$ cat src/hw/rtl/vns_pkg.sv
// Shared constants and types for the 2D value-noise sampler.
// No dependencies; imported by every module of the block.
package vns_pkg;

   localparam int COORD_W            = 32;
   localparam int PERIOD_W           = 9;
   localparam int NOISE_W            = 16;
   localparam int DEF_MAX_PERIOD     = 256;
   localparam int DEF_FRACTION_BITS  = 16;
   localparam int DIV_BITS_PER_STAGE = 4;

   typedef logic [31:0] hash_word_type;

   localparam hash_word_type HASH_MUL_X = 32'h9e3779b9;
   localparam hash_word_type HASH_MUL_Z = 32'h85ebca6b;
   localparam hash_word_type HASH_MIX_A = 32'h7feb352d;
   localparam hash_word_type HASH_MIX_B = 32'h846ca68b;

endpackage

$ cat src/hw/rtl/vns_split.sv
// Pipelined floor division of both coordinates by the period.
// Gives cell index and Q0.F offset fraction per axis. Uses vns_pkg.
module vns_split #(
   parameter int MAX_PERIOD = 256,
   parameter int FRAC_W     = 16
) (
   input  logic                           clock,
   input  logic                           reset,
   input  logic                           adv,
   input  logic                           in_valid,
   input  logic signed [vns_pkg::COORD_W-1:0] coord_x,
   input  logic signed [vns_pkg::COORD_W-1:0] coord_z,
   input  logic [vns_pkg::PERIOD_W-1:0]   period,
   input  vns_pkg::hash_word_type         key,
   output logic                           out_valid,
   output vns_pkg::hash_word_type         cell_x,
   output vns_pkg::hash_word_type         cell_z,
   output logic [FRAC_W-1:0]              frac_x,
   output logic [FRAC_W-1:0]              frac_z,
   output vns_pkg::hash_word_type         out_key
);
   import vns_pkg::*;

   // (coord << F) is never below -2^(31+F); its ones' complement fits DW bits
   localparam int DW  = COORD_W + FRAC_W - 1;
   localparam int BPS = DIV_BITS_PER_STAGE;
   localparam int NS  = (DW + BPS - 1) / BPS;

   logic [DW-1:0]       num_ff [NS+1][2];
   logic [DW-1:0]       num_in [NS+1][2];
   logic [PERIOD_W-1:0] rem_ff [NS+1][2];
   logic [PERIOD_W-1:0] rem_in [NS+1][2];
   logic [1:0]          neg_ff [NS+1];
   logic [1:0]          neg_in [NS+1];
   logic [PERIOD_W-1:0] div_ff [NS+1];
   logic [PERIOD_W-1:0] div_in [NS+1];
   hash_word_type       key_ff [NS+1];
   hash_word_type       key_in [NS+1];
   logic [NS:0]         vld_ff;

   always_comb begin
      logic [COORD_W+FRAC_W-1:0] shifted;
      logic [DW-1:0]             n;
      logic [PERIOD_W:0]         r2;
      logic [PERIOD_W-1:0]       r;
      logic [PERIOD_W-1:0]       p;

      // entry stage: clamp period, fold negatives onto ones' complement
      if (period == '0) begin
         p = PERIOD_W'(1);
      end else if (32'(period) > 32'(MAX_PERIOD)) begin
         p = PERIOD_W'(MAX_PERIOD);
      end else begin
         p = period;
      end
      div_in[0] = p;
      key_in[0] = key;
      neg_in[0] = {coord_z[COORD_W-1], coord_x[COORD_W-1]};
      shifted = {coord_x, {FRAC_W{1'b0}}};
      num_in[0][0] = coord_x[COORD_W-1] ? ~shifted[DW-1:0] : shifted[DW-1:0];
      shifted = {coord_z, {FRAC_W{1'b0}}};
      num_in[0][1] = coord_z[COORD_W-1] ? ~shifted[DW-1:0] : shifted[DW-1:0];
      rem_in[0][0] = '0;
      rem_in[0][1] = '0;

      // restoring division, BPS quotient bits per stage
      for (int s = 0; s < NS; s++) begin
         div_in[s+1] = div_ff[s];
         key_in[s+1] = key_ff[s];
         neg_in[s+1] = neg_ff[s];
         for (int l = 0; l < 2; l++) begin
            n = num_ff[s][l];
            r = rem_ff[s][l];
            for (int k = 0; k < BPS; k++) begin
               if (s * BPS + k < DW) begin
                  r2 = {r, n[DW-1]};
                  n  = {n[DW-2:0], 1'b0};
                  if (r2 >= {1'b0, div_ff[s]}) begin
                     r2   = r2 - {1'b0, div_ff[s]};
                     n[0] = 1'b1;
                  end
                  r = r2[PERIOD_W-1:0];
               end
            end
            num_in[s+1][l] = n;
            rem_in[s+1][l] = r;
         end
      end
   end

   always_ff @(posedge clock) begin
      if (reset) begin
         vld_ff <= '0;
      end else if (adv) begin
         vld_ff <= {vld_ff[NS-1:0], in_valid};
      end
   end

   always_ff @(posedge clock) begin
      if (adv) begin
         num_ff <= num_in;
         rem_ff <= rem_in;
         neg_ff <= neg_in;
         div_ff <= div_in;
         key_ff <= key_in;
      end
   end

   // undo the complement: floor(n/p) = ~floor(~n/p) for negative n
   always_comb begin
      logic [COORD_W+FRAC_W-1:0] qx;
      logic [COORD_W+FRAC_W-1:0] qz;
      qx = {1'b0, num_ff[NS][0]};
      qz = {1'b0, num_ff[NS][1]};
      if (neg_ff[NS][0]) qx = ~qx;
      if (neg_ff[NS][1]) qz = ~qz;
      cell_x = qx[COORD_W+FRAC_W-1:FRAC_W];
      cell_z = qz[COORD_W+FRAC_W-1:FRAC_W];
      frac_x = qx[FRAC_W-1:0];
      frac_z = qz[FRAC_W-1:0];
   end

   assign out_valid = vld_ff[NS];
   assign out_key   = key_ff[NS];

endmodule

$ cat config.mk
export PLATFORM = sky130hd
export DESIGN_NAME = vns_split
export DESIGN_NICKNAME = d
export VERILOG_FILES = /design/src/hw/rtl/vns_pkg.sv /design/src/hw/rtl/vns_split.sv
export SDC_FILE = /design/constraint.sdc
export NUM_CORES = 2
export LEC_CHECK = 0
export BUFFER_PORTS_ARGS = -buffer_cell sky130_fd_sc_hd__buf_2
export CORE_MARGIN = 8
export CORE_UTILIZATION = 25
export DETAILED_ROUTE_END_ITERATION = 10
export SYNTH_ARGS = -nofsm -noshare
export SYNTH_HDL_FRONTEND = slang
export SYNTH_SLANG_ARGS = --single-unit
$ cat constraint.sdc
create_clock -name clock -period 28.8 [get_ports clock]
set_input_delay 1.44 -clock clock [delete_from_list [all_inputs] [get_ports clock]]
set_output_delay 1.44 -clock clock [all_outputs]
set_load 0.03 [all_outputs]
After elaboration in Yosys (flattened, before gate mapping). Index checks and enable logic that the tools add are counted.

Flip-flop bits (word level): 1983. Input port bits: 109. Output and inout bits: 129. Logic and storage cells: 474.

Add/sub/neg operators: 92. $lt $le $gt $ge: 95. Muxes and demuxes: 191. Bitwise operators: 4. Reduce and logical (&&, ||, !) cells: 2.

Operator list (number): 10-bit by 9-bit >= comparator with 1-bit output (92); 9-bit 2-to-1 mux (93); 9-bit subtractor (90); 48-bit 2-to-1 mux (2); 47-bit inverter with 48-bit output (2); 1-bit 2-to-1 mux (94); 47-bit 2-to-1 mux (2); 47-bit inverter (2); 1-bit by 9-bit >= comparator with 1-bit output (2); 1-bit by 9-bit subtractor with 9-bit output (2); 9-bit greater-than comparator (second input constant) (1); 9-bit zero test (1); 2-bit OR reduction (1).

Depth between registers and ports, before layout.
Depth in word-level cells: 8. Depth in mapped cells: 44. Depth with buffers taken out: 40.

Worst setup path before layout. OpenSTA, ideal clock, no wires.

Path type: reg-to-reg. From: register num_ff[374] (netlist name). To: register rem_ff[46] (netlist name), data pin. Setup time: 0.260 ns. Arrival time: 9.078 ns. Data required time: 28.540 ns. Slack: 19.463 ns. Cell stages (with the launch flop): 37. Path buffers: 3. Period minus slack after synthesis: 9.337 ns. Cell sequence: edfxtp_1 -> inv_1 -> ha_1 -> inv_1 -> fa_1 -> nand3_1 -> a31oi_1 -> o41ai_1 -> clkbuf_1 -> mux2_2 -> ha_1 -> a21o_1 -> a21oi_1 -> o211ai_1 -> a221oi_1 -> and2_1 -> buf_1 -> mux2_2 -> ha_1 -> a21oi_1 -> nor2b_1 -> o31a_1 -> o41a_1 -> o21a_1 -> a2111oi_2 -> clkbuf_1 -> mux2_2 -> ha_1 -> a21o_1 -> a21oi_1 -> nor2_1 -> nor2_1 -> nand2_1 -> o21bai_1 -> a221oi_1 -> o21ai_2 -> mux2_2.

RTL lines: start, declared (RTL line vns_split.sv:29) `logic [DW-1:0] num_ff [NS+1][2];`; start signal, assigned (RTL line vns_split.sv:101) `num_ff <= num_in;`; end signal, assigned (RTL line vns_split.sv:102) `rem_ff <= rem_in;`; end, declared (RTL line vns_split.sv:31) `logic [PERIOD_W-1:0] rem_ff [NS+1][2];`.

==> impl_metrics.csv <==
group,metric,value,unit
outcome,status,"finished, final reports clean",
timing,worst_pin_slew,1303,ps
place,port_buffers,237,
floorplan,rows,225,
timing,tns,0,ps
grt,grt_first_pass_wirelength,318100,µm
layout,finish.net_count,8915,
setup_path,cp-end-kind,"flip-flop",
synth,synth.avg_cell_area,12.46,µm²
setup_path,cp_slowest_cell,"a31oi_1",
synth,ys_types,98,
synth,synthFlopType,"edfxtp_1",
worst_hold_path,hold_path_class,"flip-flop to flip-flop",
floorplan,die-area,395900,µm²
floorplan,die_y,629.2,µm
grt,track_usage,9.857,%
synth,synth_fp_nets,8558,
place,gp_congestion,0.8523,
setup_path,critPathMaxStageDelay,860,ps
timing,setup_viol,0,
synth,yosys_register_bits,1679,
clock_tree,postCtsHoldBufs,0,
floorplan,die_width,629.2,µm
synth,syn_inst,7547,
synth,synth_top_area_share,53.21,%
layout,instances_no_fill,13050,
clock_tree,clk_pin_slew,60,ps
synth,synth_top_cell_by_area,"edfxtp_1",
timing,hold_viol,0,
synth,yosys_warnings,0,
layout,area_delta_synth_final,14.23,%
detailed_routing,drt_drc_violations_left,0,
floorplan,io-pin-count,238,
clock_tree,cts_root_buffer,"clkbuf_16",
synth,synth-edff-count,1666,
clock_tree,ctsResizeCount,0,
setup_path,cp_data_arrival_time,11310,ps
synth,syn_area,94020,µm²
grt,grt_use_met3,1.716,%
grt,grt_pass1_vias,56890,
grt,grt_max_degree,205,
timing,timing.fmax,93.30,MHz
clock_tree,insertion_delay,890,ps
setup_path,crit_path_start_kind,"flip-flop",
synth,async_reset_ff_share,0,%
detailed_routing,totalWireLength,204500,µm
detailed_routing,vias_per_cell,4.453,
setup_path,cp.required,29400,ps
place,dpl.hpwl,148000,µm
timing,rsz0062_at_grt,"no",
synth,synth_area_leaders,"edfxtp_1 53%, ha_1 11%, mux2_2 4.2%",
place,place_inst,12710,
synth,ys_seq_area_share,53.49,%
detailed_routing,drtAntennaViolNets,0,
detailed_routing,vias,58100,
clock_tree,cts_buffer_depth,4,
timing,period_needed,10720,ps
clock_tree,cts_sinks,1679,
clock_tree,cts_buffers,191,
clock_tree,cts_tree,"built",
timing,fin_crit_sh,37.21,%
clock_tree,cts_max_level,4,
detailed_routing,first_pass_iters,5,
layout,drive_gt1_share,12.28,%
grt,top_usage_layer,"met2",
floorplan,core,375000,µm²
grt,gr-usage-met2,16.79,%
grt,antenna_found_initial,32,
setup_path,path_class,"flip-flop to flip-flop",
timing,slew_violations,0,
setup_path,cp_max_fo,15,
timing,fin_skew,106.1,ps
floorplan,start_util,25.07,%
detailed_routing,drt_iter0_drc,3495,
grt,grt_overflow,0,
grt,met1_usage,12.67,%
clock_tree,postCtsSetupBuffers,0,
detailed_routing,wire_per_inst,15.67,µm
timing,maxSlewHeadroom,13.13,%
job,drv_cap,0,
[cell families after synthesis]
family          share of synthesized area, %
compound gates                         11.76
xor+xnor                               6.335
fa+ha+maj                              12.72
buf+inv                                2.530
simple gates                           7.912
mux                                    5.248
flops                                  53.49
[flip-flops by register name, summed over array words and instances, names as in the netlist]
register	cells
div_ff	108
key_ff	384
neg_ff	26
num_ff	918
out_key	32
rem_ff	198
vld_ff	13
[layout make-up]
class	count	area [µm²]
fill	38190	267600
sequential	1679	50290
multi-input combinational	5271	41360
tap	4994	6248
clock buffer	242	5012
inverter	467	1754
timing repair buffer	294	1659
clock inverter	92	1040
antenna	10	25.02
[cells in the mapped netlist, drive strengths merged, types with 11 or more instances]
library cell / n
nor2b: 144
and2: 39
edfxtp: 1666
ha: 812
o41ai: 15
o211ai: 33
nand3: 65
o31a: 22
inv: 463
xor2: 350
or3: 34
o2111ai: 11
a211o: 18
o21bai: 65
a21oi: 487
nor2: 453
or2: 27
a21boi: 32
nand4: 130
and4: 14
a221o: 36
o21a: 81
nand2: 348
xnor2: 330
nand3b: 12
dfxtp: 13
a221oi: 23
a211oi: 59
and3: 37
buf: 56
nand2b: 94
clkbuf: 74
mux2i: 99
fa: 90
o21ai: 430
nor3: 98
o31ai: 42
a21o: 235
a31oi: 48
nor4: 18
a2111oi: 13
mux2: 348
[metrics by stage]
stage / cell area (µm²) / util, % / worst slack [ps] / hold slack (ps)
after floorplan: 94020 / - / 19460 / 400.3
after global placement: 101300 / 27.02 / 18170 / 400.1
after detailed placement: 101300 / 27.02 / 18190 / 404.5
after CTS: 107400 / 28.63 / 18130 / 315.0
after global routing: 107400 / 28.63 / 17220 / 328.4
final: 107400 / 28.64 / 18080 / 326.4
[worst paths after layout]
check | from | to | slack (ps) | depth (start not counted)
worst min-delay path | num_ff[306] | num_ff[216] | 330 | 0
worst max-delay path | div_ff[55] | rem_ff[102] | 18080 | 37
worst min register to register | num_ff[306] | num_ff[216] | 330 | 0
worst max register to register | div_ff[55] | rem_ff[102] | 18080 | 37
[layer usage]
metal  vias up  wire length, µm
li1      29030                -
met4        22             6200
met2      1020            96150
met3       347             9525
met5         -              149
met1     27680            92440
[cells in the final DEF, fill, tap and decap left out, types with 95 or more instances in the layout]
cell          n
edfxtp_1   1666
ha_1        812
a21oi_1     482
nor2_1      451
inv_1       451
o21ai_0     419
xor2_1      350
nand2_1     348
mux2_2      347
xnor2_1     330
a21o_1      235
buf_2       234
clkbuf_16   192
nor2b_1     144
nand4_1     130
nor3_1       97
mux2i_1      95
[worst max-delay path, delay by kind of cell, from the launching register on]
kind | cells | cell delay, ps
adder cells (fa/ha/maj) | 4 | 1600
AO/OA/AOI/OAI | 19 | 5480
buffers and inverters | 4 | 800
AND/OR/NAND/NOR | 8 | 1270
flip-flops | 1 | 540
multiplexers | 2 | 770
Power is left out: the tool's default activity adds up to more than one toggle a clock period on the data nets, which glitch-free logic cannot reach.
